File: src/rtl/hcdh_pkg.sv
// Types, codes and constants of the hit code decoder histogram.
`default_nettype none

package hcdh_pkg;

  localparam int MaxColumnsDef   = 8;
  localparam int MaxTotalRowsDef = 64;
  localparam int CountWidthDef   = 32;
  localparam int Channels        = 16;

  localparam int CfgIdxW  = 1;
  localparam int CfgDataW = 64;

  // request types
  localparam logic [1:0] REQ_DATA  = 2'd0;
  localparam logic [1:0] REQ_CLEAR = 2'd1;
  localparam logic [1:0] REQ_READ  = 2'd2;

  // result status
  localparam logic [1:0] ST_OK        = 2'd0;
  localparam logic [1:0] ST_EARLY_END = 2'd1;
  localparam logic [1:0] ST_UNKNOWN   = 2'd2;
  localparam logic [1:0] ST_RANGE     = 2'd3;

  // byte codes (upper nibble)
  localparam logic [3:0] CODE_END     = 4'd0;
  localparam logic [3:0] CODE_HIT     = 4'd4;
  localparam logic [3:0] CODE_COL     = 4'd5;
  localparam logic [3:0] CODE_HIT_ROW = 4'd6;
  localparam logic [3:0] CODE_ROW     = 4'd7;

  // configuration register indexes
  localparam logic [CfgIdxW-1:0] CFG_COLUMN_COUNT = 1'd0;
  localparam logic [CfgIdxW-1:0] CFG_ROWS_PACKED  = 1'd1;

  typedef struct packed {
    logic [1:0] req_type;
    logic [7:0] data_byte;
    logic       last_in_event;
    logic [9:0] read_index;
  } item_t;

  typedef struct packed {
    logic [1:0]  status;
    logic [31:0] count_value;
  } result_t;

  // controller to datapath
  typedef struct packed {
    logic load;
    logic calc;
    logic rd;
    logic wr_hit;
    logic clr_step;
    logic emit;
  } dp_cmd_t;

  // datapath to controller
  typedef struct packed {
    logic [1:0] req_type;
    logic       hit_ok;
    logic       clr_last;
  } dp_sts_t;

endpackage

`default_nettype wire

File: src/rtl/hcdh_ctrl.sv
// Sequencing state machine of the hit code decoder histogram.
`default_nettype none

module hcdh_ctrl (
  input  wire                logic clk_i,
  input  wire                logic rst_ni,
  input  wire                logic start_i,
  input  wire hcdh_pkg::dp_sts_t   sts_i,
  output hcdh_pkg::dp_cmd_t        cmd_o,
  output logic                     busy_o
);
  import hcdh_pkg::*;

  localparam logic [2:0] S_CLEAR = 3'd0;
  localparam logic [2:0] S_IDLE  = 3'd1;
  localparam logic [2:0] S_CALC  = 3'd2;
  localparam logic [2:0] S_READ  = 3'd3;
  localparam logic [2:0] S_FIN   = 3'd4;

  logic [2:0] state_q, state_d;
  logic       clr_emit_q, clr_emit_d;

  always_comb begin
    state_d    = state_q;
    clr_emit_d = clr_emit_q;
    cmd_o      = '0;
    unique case (state_q)
      S_CLEAR: begin
        cmd_o.clr_step = 1'b1;
        if (sts_i.clr_last) begin
          cmd_o.emit = clr_emit_q;
          clr_emit_d = 1'b0;
          state_d    = S_IDLE;
        end
      end
      S_IDLE: begin
        if (start_i) begin
          cmd_o.load = 1'b1;
          state_d    = S_CALC;
        end
      end
      S_CALC: begin
        cmd_o.calc = 1'b1;
        priority if (sts_i.req_type == REQ_CLEAR) begin
          clr_emit_d = 1'b1;
          state_d    = S_CLEAR;
        end else if (sts_i.req_type == REQ_READ || sts_i.hit_ok) begin
          state_d = S_READ;
        end else begin
          state_d = S_FIN;
        end
      end
      S_READ: begin
        cmd_o.rd = 1'b1;
        state_d  = S_FIN;
      end
      S_FIN: begin
        cmd_o.wr_hit = 1'b1;
        cmd_o.emit   = 1'b1;
        state_d      = S_IDLE;
      end
      default: state_d = S_IDLE;
    endcase
  end

  // reset lands in the clearing sweep
  always_ff @(posedge clk_i or negedge rst_ni) begin
    if (!rst_ni) begin
      state_q    <= S_CLEAR;
      clr_emit_q <= 1'b0;
    end else begin
      state_q    <= state_d;
      clr_emit_q <= clr_emit_d;
    end
  end

  assign busy_o = (state_q != S_IDLE);

endmodule

`default_nettype wire

File: config.mk
export PLATFORM = sky130hd
export DESIGN_NAME = hcdh_ctrl
export DESIGN_NICKNAME = d
export VERILOG_FILES = /design/src/rtl/hcdh_pkg.sv /design/src/rtl/hcdh_ctrl.sv
export SDC_FILE = /design/constraint.sdc
export NUM_CORES = 1
export LEC_CHECK = 0
export ABC_AREA = 0
export BUFFER_PORTS_ARGS = -buffer_cell sky130_fd_sc_hd__buf_2
export CORE_AREA = 3 3 40 42
export DETAILED_ROUTE_END_ITERATION = 8
export DIE_AREA = 0 0 43 45
export PLACE_DENSITY_LB_ADDON = 0.12
export SYNTH_ARGS = -nofsm -noshare
export SYNTH_HDL_FRONTEND = slang
export SYNTH_SLANG_ARGS = --single-unit
File: constraint.sdc
create_clock -name clk_i -period 1.6 [get_ports clk_i]
set_clock_uncertainty 0.2 [all_clocks]
set_input_delay 0.16 -clock clk_i [delete_from_list [all_inputs] [get_ports clk_i]]
set_output_delay 0.16 -clock clk_i [all_outputs]
set_load 0.03 [all_outputs]
# Yosys cells after proc, flatten, opt, wreduce, memory -nomap -nowiden
# Cells that the tools add are included.
# op_classes
mux	16
n_reduce_logical	5
n_eq_ne	10
# op_table
op	n
two-way mux 3 bit	4
case mux 3 bit (4 select lines)	1
two-way mux 1 bit	9
== test 3 x 2 -> 1 bit, second input constant	2
!= test 2 bit, second input constant	3
case mux 1 bit (2 select lines)	2
== test 3 x 1 -> 1 bit, second input constant	1
== test 3 bit, second input constant	1
logical NOT 3 bit	1
!= test 3 x 1 -> 1 bit, second input constant	1
AND reduction 3 bit	1
== test 2 x 1 -> 1 bit, second input constant	1
== test 2 bit, second input constant	1
AND reduction 2 bit	1
nonzero test 2 bit	1
logical OR 1 bit	1
# totals
word_cells	33
ff_bits	4

# Depth between registers and ports, before layout
# Gate-level depths: netlist of the first run.
# logic_depth
word_depth	5
mapped_depth	4
mapped_depth_nobuf	3

# Worst setup path before layout of the first run
# Ideal clock, no wire load.
# synth_path
kind	register to register
startpoint	register state_q[1]
endpoint	register clr_emit_q
required_time_ps	1276
stages_incl_launch_ff	5
period_less_slack_ps	1865
setup_slack_ps	-265
t_arrival_ps	1541
cell_sequence	dfrtp_1 > buf_2 > nor3_1 > a21boi_0 > o21bai_1
# synth_between
elab_chain_cells	3
# synth_rtl
element	line	text
start: declaration	hcdh_ctrl.sv:20	logic [2:0] state_q, state_d;
start signal: assignment	hcdh_ctrl.sv:72	state_q <= state_d;
== test 3 x 2 -> 1 bit / logical NOT 3 bit (equally long branches)	hcdh_ctrl.sv:27	unique case (state_q)
!= test 2 bit (no source line) / nonzero test 2 bit (equally long branches)	--	
AND reduction 3 bit (no source line)	--	
end signal: assignment	hcdh_ctrl.sv:73	clr_emit_q <= clr_emit_d;
end: declaration	hcdh_ctrl.sv:21	logic clr_emit_q, clr_emit_d;
# Several ways; a longest one is shown, not always the timed one.
# A chain may end at the register's enable or synchronous reset.

==> results of run 1 <==
[through the flow]
stage	setup slack [ns]	power, mW	setup TNS (ns)
after floorplan	0.007067	0.5893	0
after global placement	0.1186	0.7330	0
after detailed placement	0.09383	0.7311	0
after CTS	-0.02622	0.9103	-0.02995
after global routing	-0.06321	1.051	-0.1430
final	-0.01523	0.9768	-0.01523
[worst min-delay path, stage by stage]
cell and delay (ns):
buf_2 0.12, nand2_1 0.06, o21bai_1 0.06
[area by class of cell]
class / count / area [µm²]
inverters: 4 / 15.01
multi-input cells: 20 / 158.9
flip-flops and latches: 4 / 101.3
repair buffers: 18 / 123.9
fillers: 140 / 844.6
clock buffers: 3 / 22.52
well taps: 15 / 18.77
[how the worst max path moves through the flow]
stage / from / endpoint / slack [ns] / depth (start not counted)
finish: state_q[0]$_DFFE_PN0P_ / cmd_o[5] / -0.02 / 3
global route: state_q[0]$_DFFE_PN0P_ / cmd_o[5] / -0.06 / 3
CTS: state_q[2]$_DFFE_PN0P_ / cmd_o[5] / -0.03 / 3
detailed placement: state_q[0]$_DFFE_PN0P_ / cmd_o[5] / 0.09 / 3
global placement: state_q[0]$_DFFE_PN0P_ / cmd_o[5] / 0.12 / 3
floorplan: state_q[1]$_DFFE_PN0P_ / cmd_o[5] / 0.007 / 3
[what timing repair did]
| action | in CTS | in global routing |
|---|---|---|
| hold buffers | 1 | 0 |
| cloned | 0 | 0 |
| setup endpoints to repair | 3 | 7 |
| gates resized for setup | 5 | 8 |
| hold endpoints to repair | 4 | 0 |
| buffers inserted | 1 | 1 |
[cell families after synthesis]
logic type,after synthesis,synth area share (%)
AND/OR/NAND/NOR,10,22.75
XOR/XNOR,1,3.318
adder cells (fa/ha/maj),1,3.792
flip-flops,4,37.92
buffers and inverters,6,10.42
AO/OA/AOI/OAI,8,21.80
[metal layers]
layer | global-route usage (%) | wire length (µm) | share of wire, % | vias to the layer above
met1 | 8.252 | 280 | 40 | 134
met3 | 3.586 | 64 | 9.2 | 2
met5 | 0 | 0 | 0 | -
li1 | - | - | - | 142
met4 | 9.036 | 12 | 1.7 | 0
met2 | 12.28 | 340 | 49 | 12
[power by group]
group	total (mW)	switching (mW)	internal, mW
clock	0.123	0.0396	0.0838
sequential	0.194	0.0399	0.154
combinational	0.660	0.370	0.290
total	0.977	0.449	0.528
[synth_stat cells, types with 2 or more instances]
cell / count / area share, %
dfrtp_1: 4 / 38
nor2_1: 2 / 2.8
nor3_1: 2 / 3.8
nand2_1: 2 / 2.8
a21oi_1: 3 / 5.7
inv_1: 4 / 5.7
[flip-flops by register name, indices dropped and copies added (netlist names)]
| register | flops |
|---|---|
| state_q | 3 |
| clr_emit_q | 1 |
==> reports/metrics.yaml, run 1 <==
status:
  status: "finished, violations left"
  violations: "setup timing"
floorplanning:
  start_util_pct: 20.55
  core_mm2: 0.001285
  ioPinCount: 14
  die_x_um: 43
  dieArea_mm2: 0.001935
  die_y_um: 45
  rows: 13
synthesis:
  ys_warn_count: 0
  synth-seq-area-share_pct: 37.91
  ys_ff_latch: 4
  synth_edf_count: 0
  syn_nets: 37
  synth_ff_type: "dfrtp_1"
  synth_cell_types: 19
  syn_inst: 30
  avgSynthCellArea_um2: 8.800
  synthArstFlopShare_pct: 100.0
  synth_area_um2: 264.0
detailed_routing:
  wirelength_um: 698
  dr.pass1.iters: 2
  avgViaCountPerCell: 4.531
  wl_per_cell_um: 10.91
  vias: 290
  ant_nets: 0
  drt-initial-drc-count: 7
  drc: 0
timing:
  tightest_slew_ns: 0.1977
  rsz0062_at_grt: "true"
  layout_setup_ws_ns: -0.01523
  period_needed_ns: 1.615
  max_freq_ghz: 0.6191
  period_share_pct: 101.0
  timing.hold.ws_ns: 0.02080
  slew_headroom_pct: 86.72
  finalHoldViolations: 0
  maxSlewViolCount: 0
  setup_violations: 1
layout:
  final_common_cell: "buf_4"
  diodes: 0
  final_core_util_pct: 34.27
  layout-area-overhead-vs-synth_pct: 66.82
  layout_common_cells: "buf_4 (8), buf_2 (7), inv_1 (4), clkbuf_4 (4)"
  fin_cells: 64
  fin_nets: 58
  design_area_um2: 440.4
  drive_above_1_share_pct: 59.18
worst_hold_path:
  hold_start: "sts_i[2]"
  hold_end: "clr_emit_q$_DFFE_PN0P_"
  hold_path_class: "in2reg"
  whs_path_depth: 3
setup_path:
  startpoint_type: "flop"
  crit_family: "simple AND/OR/NAND/NOR gates"
  reg2reg_depth: 4
  crit_chain: "or3b_4 > nor2_4 > buf_6"
  crit_slowest_cell: "or3b_4"
  timing.critical_path.buf_inv: 1
  cp_data_required_time_ns: 1.24
  r2r-start: "state_q[0]$_DFFE_PN0P_"
  max_stage_delay_ns: 0.41
  cp-end-kind: "output pin"
  r2r_setup_slack_ns: 0.11
  critPathKind: "reg2out"
  crit_arrival_ns: 1.26
  worstPathMaxFanout: 5
  rr_endpoint: "state_q[0]$_DFFE_PN0P_"
power:
  p_leak_nw: 0.2267
  ir_worst_vdd_v: 0.0004755
  power_density_mw_per_mm2: 2218
placed_design:
  gp_congestion: 0.6619
  place_inst: 58
  placed_area_um2: 357.8
  port_buffers: 13
  dp_hpwl_um: 541.9
clocking:
  clk_latency_ns: 0.23
  root_buffer: "clkbuf_4"
  clkSinkCount: 4
  htreeDepth: 1
  cts_buffers: 3
  cts_buffer_depth: 2
  cts_tree: "yes"
  clk_pin_slew_ns: 0.04
global_routing:
  grt_pass1_wl_um: 1104
  grt_pass1_vias: 274
  grt_max_degree: 9
  overflow: 0
  grtUsageTotal_pct: 8.264
  antenna_found_initial: 0
run:
  drv_cap: 0
Power figures use the tool's default switching activity.
==> inputs of run 2 (changes only) <==
Settings changed: BUFFER_PORTS_ARGS -buffer_cell sky130_fd_sc_hd__buf_2 to -buffer_cell sky130_fd_sc_hd__buf_4.
==> run 2 against run 1 <==
  * The run still ends with setup timing left
  * Die area unchanged
  * Worst setup slack worse by 0.023 ns
  * Wire length rose by 9.3%
  * Via count increased by 0.34%
==> reports/metrics.yaml, run 2 (synthesized netlist as in run 1, its figures left out) <==
setup_path:
  r2r-start: "state_q[0]$_DFFE_PN0P_"
  reg2reg_depth: 4  # unchanged
  worstPathMaxFanout: 3  # -2
  critPathKind: "reg2out"
  r2r_setup_slack_ns: 0.09  # -0.02 ns
  crit_arrival_ns: 1.28  # +0.02 ns
  max_stage_delay_ns: 0.43  # +0.02 ns
  cp-end-kind: "output pin"
  crit_chain: "or3b_4 > nor2_4 > buf_6"
  crit_slowest_cell: "or3b_4"
  rr_endpoint: "state_q[0]$_DFFE_PN0P_"
  cp_data_required_time_ns: 1.24  # about the same
  startpoint_type: "flop"
detailed_routing:
  wirelength_um: 763  # +9.3%
  ant_nets: 0  # unchanged
  drc: 0  # unchanged
  dr.pass1.iters: 4  # +2
  wl_met3_um: 34  # -47%
  wl_per_cell_um: 11.56  # +6.0%
  avgViaCountPerCell: 4.409  # -2.7%
  vias: 291  # +0.34%
  wl_met1_um: 321  # +15%
  drt-initial-drc-count: 1  # -6
  maxUsedRoutingLayer: "met4"
  met2_length_um: 387  # +14%
clocking:
  root_buffer: "clkbuf_4"
  clk_latency_ns: 0.23  # about the same
  htreeDepth: 1  # unchanged
  cts_tree: "yes"
  clk_pin_slew_ns: 0.04  # about the same
  cts_buffers: 3  # unchanged
  cts_buffer_depth: 2  # unchanged
  clkSinkCount: 4  # unchanged
timing:
  setup_violations: 2  # +1
  timing.hold.ws_ns: 0.004088  # -0.01672 ns
  tightest_slew_ns: 0.1680  # -0.02977 ns
  layout_setup_ws_ns: -0.03851  # -0.02328 ns
  period_needed_ns: 1.639  # +0.02328 ns
  period_share_pct: 102.4  # +1.5 points
  maxSlewViolCount: 0  # unchanged
  slew_headroom_pct: 88.70  # +2.0 points
  max_freq_ghz: 0.6103  # -1.4%
  finalHoldViolations: 0  # unchanged
  rsz0062_at_grt: "true"
status:
  status: "finished, violations left"
  violations: "setup timing"
power:
  ir_worst_vdd_v: 0.0006516  # +37%
  power_density_mw_per_mm2: 2194  # -1.1%
  p_leak_nw: 0.2546  # +12%
  finalPower_mw: 1.096  # +12%
global_routing:
  grtUsageTotal_pct: 8.173  # -0.090 points
  grt_pass1_vias: 280  # +2.2%
  grt_max_degree: 6  # -3
  grt_pass1_wl_um: 1076  # -2.5%
  overflow: 0  # unchanged
  antenna_found_initial: 0  # unchanged
worst_hold_path:
  hold_end: "clr_emit_q$_DFFE_PN0P_"
  hold_path_class: "in2reg"
  whs_path_depth: 3  # unchanged
  hold_start: "sts_i[2]"
placed_design:
  port_buffers: 13  # unchanged
  gp_congestion: 0.6724  # +1.6%
  dp_hpwl_um: 564.9  # +4.2%
floorplanning:
  die_x_um: 43  # unchanged
  start_util_pct: 20.55  # unchanged
  ioPinCount: 14  # unchanged
  die_y_um: 45  # unchanged
  rows: 13  # unchanged
  core_mm2: 0.001285  # unchanged
  dieArea_mm2: 0.001935  # unchanged
layout:
  regMostFlops: "state_q"
  layout-area-overhead-vs-synth_pct: 89.10
  layout_common_cells: "buf_4 (17), inv_1 (4), a21oi_1 (3), clkbuf_4 (3)"
  diodes: 0  # unchanged
  largest_register_ffs: 3  # unchanged
  drive_above_1_share_pct: 64.71  # +5.5 points
  final_common_cell: "buf_4"
  top_regs: "state_q (3), clr_emit_q (1)"
  fin_nets: 60  # +3.4%
run:
  drv_cap: 0  # unchanged
## run 2: cell types whose count changed in the layout (fill, tap and decap cells not counted), sizes merged
cell / delta
buf: +3
clkbuf: -1
## run 2: timing repair
action                                 CTS  global route
pin swaps                                1             1
hold buffers                             1             0
setup endpoints to repair                3             5
setup buffers                            3             1
gates resized for setup                  7             5
endpoints found under the hold margin    4             0
## run 2: how the worst max path moves through the flow
stage | to | startpoint | cells past startpoint
finish | cmd_o[5] | state_q[1]$_DFFE_PN0P_ | 3
global route | cmd_o[5] | state_q[1]$_DFFE_PN0P_ | 3
detailed placement | cmd_o[5] | state_q[0]$_DFFE_PN0P_ | 3
global placement | cmd_o[5] | state_q[0]$_DFFE_PN0P_ | 3
floorplan | cmd_o[5] | state_q[1]$_DFFE_PN0P_ | 3
CTS | cmd_o[5] | state_q[1]$_DFFE_PN0P_ | 3
## run 2: worst max-delay path: cells and delay by family, from the launching register on
family        cells  cell delay, ns
buf+inv           1            0.13
flops             1            0.40
simple gates      2            0.52
## run 2: per-layer routing
metal,track usage [%],vias to the layer above
li1,-,145
met3,0,2
met5,0,-
met2,12.57,10
met1,8.475,134
met4,12.65,0
## run 2: report_power, final
part           internal, mW  total [mW]  switching, mW
registers             0.156       0.203         0.0466
clock network        0.0835       0.120         0.0362
logic                 0.359       0.773          0.414
## run 2: area by class of cell
type | count | area [µm²]
Fill cell | 134 | 785.8
Multi-Input combinational cell | 20 | 180.2
Timing Repair Buffer | 20 | 160.2
Sequential cell | 4 | 102.6
Clock buffer | 3 | 22.52
Tap cell | 15 | 18.77
Inverter | 4 | 15.01
## run 2: per-stage QoR
step	instances	worst slack, ns	cell area [µm²]	setup TNS [ns]	utilization (%)
final	66	-0.03851	499.2	-0.04053	38.85
after global routing	66	-0.07709	499.2	-0.1339	38.85
after CTS	65	-0.04771	466.7	-0.05497	36.32
after detailed placement	58	0.1142	390.4	0	30.38
after global placement	58	0.1447	390.4	0	30.38
after floorplan	30	0.007067	271.5	0	-
==> inputs of run 3 (changes only) <==
Clock period 1.6 ns to 1.9 ns, I/O delays scaled along.
==> run 3 against run 2 <==
  * The flow now finishes without violations
  * Combinational power decreased by 46%
  * Non-clock buffer count down 6
  * Worst setup slack gained 0.17 ns
  * Via count shrank 8.2%
  * Final cell count decreased by 9.1%
  * Flip-flop and latch count is the same
  * Register-to-register slack better by 0.46 ns
  * Global-route usage is 0.51 points higher
  * Largest power group unchanged
==> reports/metrics.yaml, run 3 (synthesized netlist as in run 1, its figures left out) <==
setup_path:
  cp-end-kind: "output pin"
  cp_data_required_time_ns: 1.51  # +0.27 ns
  worstPathMaxFanout: 9  # +6
  reg2reg_depth: 3  # -1
  critPathKind: "reg2out"
  crit_arrival_ns: 1.37  # +0.09 ns
  startpoint_type: "flop"
global_routing:
  grt_pass1_vias: 242  # -14%
  antenna_found_initial: 0  # unchanged
  overflow: 0  # unchanged
  grt_max_degree: 10  # +4
  grt_pass1_wl_um: 1110  # +3.2%
  grtUsageTotal_pct: 8.681  # +0.51 points
power:
  power_density_mw_per_mm2: 1778  # -19%
  p_leak_nw: 0.2094  # -18%
  ir_worst_vdd_v: 0.0005656  # -13%
layout:
  final_common_cell: "buf_4"
  regMostFlops: "state_q"
  fin_nets: 54  # -10%
  top_regs: "state_q (3), clr_emit_q (1)"
  largest_register_ffs: 3  # unchanged
  layout-area-overhead-vs-synth_pct: 51.66
  drive_above_1_share_pct: 42.22  # -22 points
  fin_cells: 60  # -9.1%
  layout_common_cells: "buf_4 (13), inv_1 (4), dfrtp_1 (4), a21oi_1 (3), clkbuf_4 (3)"
  diodes: 0  # unchanged
  n_fill_cell: 131  # -2.2%
floorplanning:
  core_mm2: 0.001285  # unchanged
  die_x_um: 43  # unchanged
  ioPinCount: 14  # unchanged
  rows: 13  # unchanged
  dieArea_mm2: 0.001935  # unchanged
  start_util_pct: 20.55  # unchanged
  die_y_um: 45  # unchanged
timing:
  slew_headroom_pct: 83.07  # -5.6 points
  period_needed_ns: 1.764
  max_freq_ghz: 0.5669
  setup_violations: 0  # -2
  fin_tns_setup_ns: 0  # +0.04053 ns
  period_share_pct: 92.84
  finalHoldViolations: 0  # unchanged
  rsz0062_at_grt: "false"
  maxSlewViolCount: 0  # unchanged
  tightest_slew_ns: 0.2539  # +0.08592 ns
placed_design:
  dp_hpwl_um: 510.2  # -9.7%
  gp_congestion: 0.6738  # +0.21%
  place_inst: 56  # -3.4%
  port_buffers: 13  # unchanged
clocking:
  cts_buffer_depth: 2  # unchanged
  clk_pin_slew_ns: 0.04  # about the same
  root_buffer: "clkbuf_4"
  cts_tree: "yes"
  clk_latency_ns: 0.24  # about the same
  cts_buffers: 3  # unchanged
  clkSinkCount: 4  # unchanged
  cts_resized: 0  # -7
  htreeDepth: 1  # unchanged
run:
  drv_cap: 0  # unchanged
detailed_routing:
  drc: 0  # unchanged
  avgViaCountPerCell: 4.450  # +0.93%
  wl_per_cell_um: 10.38  # -10%
  ant_nets: 0  # unchanged
  drt-initial-drc-count: 9  # +8
  vias: 267  # -8.2%
  wirelength_um: 623  # -18%
  dr.pass1.iters: 2  # -2
status:
  status: "completed"
worst_hold_path:
  whs_path_depth: 4  # +1
  hold_path_class: "in2reg"
[run 3: final timing paths]
check,slack [ns],to,startpoint
worst max-delay path,0.14,cmd_o[5],state_q[1]$_DFFE_PN0P_
worst min-delay path,0.04,clr_emit_q$_DFFE_PN0P_,sts_i[3]
worst max register to register,0.55,state_q[0]$_DFFE_PN0P_,state_q[0]$_DFFE_PN0P_
worst min register to register,0.37,state_q[0]$_DFFE_PN0P_,state_q[2]$_DFFE_PN0P_
max in group asynchronous,1.31,state_q[2]$_DFFE_PN0P_,rst_ni
min in group asynchronous,0.09,state_q[1]$_DFFE_PN0P_,rst_ni
[run 3: stage by stage]
step           power, mW  utilization (%)  setup slack (ns)  hold WS [ns]  area [µm²]
5_1_grt           0.7825            31.16           0.04350       0.04860       400.4
3_5_place_dp      0.6148            28.63            0.3782       -0.2104       367.9
3_3_place_gp      0.6183            28.63            0.3958       -0.2115       367.9
6_report          0.7120            31.16            0.1361       0.04416       400.4
4_1_cts           0.7253            31.16            0.1203       0.04119       400.4
2_1_floorplan     0.4835                -           0.03485       -0.3056       264.0
[run 3: report_power, final]
group,internal (mW),switching [mW]
clock network,0.0705,0.0331
logic,0.184,0.237
registers,0.127,0.0607
total,0.381,0.331
[run 3: critical path, stage by stage, from the launching register on]
cell,delay (ns)
dfrtp_1,0.45
or3b_4,0.42
nor2_1,0.10
buf_4,0.16
[run 3: metal layers]
layer / global-route usage [%] / part of all wire (%) / vias up
met2: 11.38 / 45 / 12
met5: 0 / 0 / -
met1: 9.223 / 43 / 119
met4: 7.229 / 3.2 / 0
li1: - / - / 134
met3: 6.375 / 9.0 / 2
[run 3: what timing repair did]
action,4_1_cts,5_1_grt
endpoints found under the setup margin,0,0
hold buffers,1,0
hold endpoints to repair,4,0
buffers inserted,0,0
[run 3: cell type report]
class / instances / area [µm²] / share of cell area [%]
multi-input combinational: 20 / 136.4 / 34.06
sequential: 4 / 100.1 / 25.00
tap: 15 / 18.77 / 4.688
timing repair buffer: 14 / 107.6 / 26.87
inverter: 4 / 15.01 / 3.750
clock buffer: 3 / 22.52 / 5.625
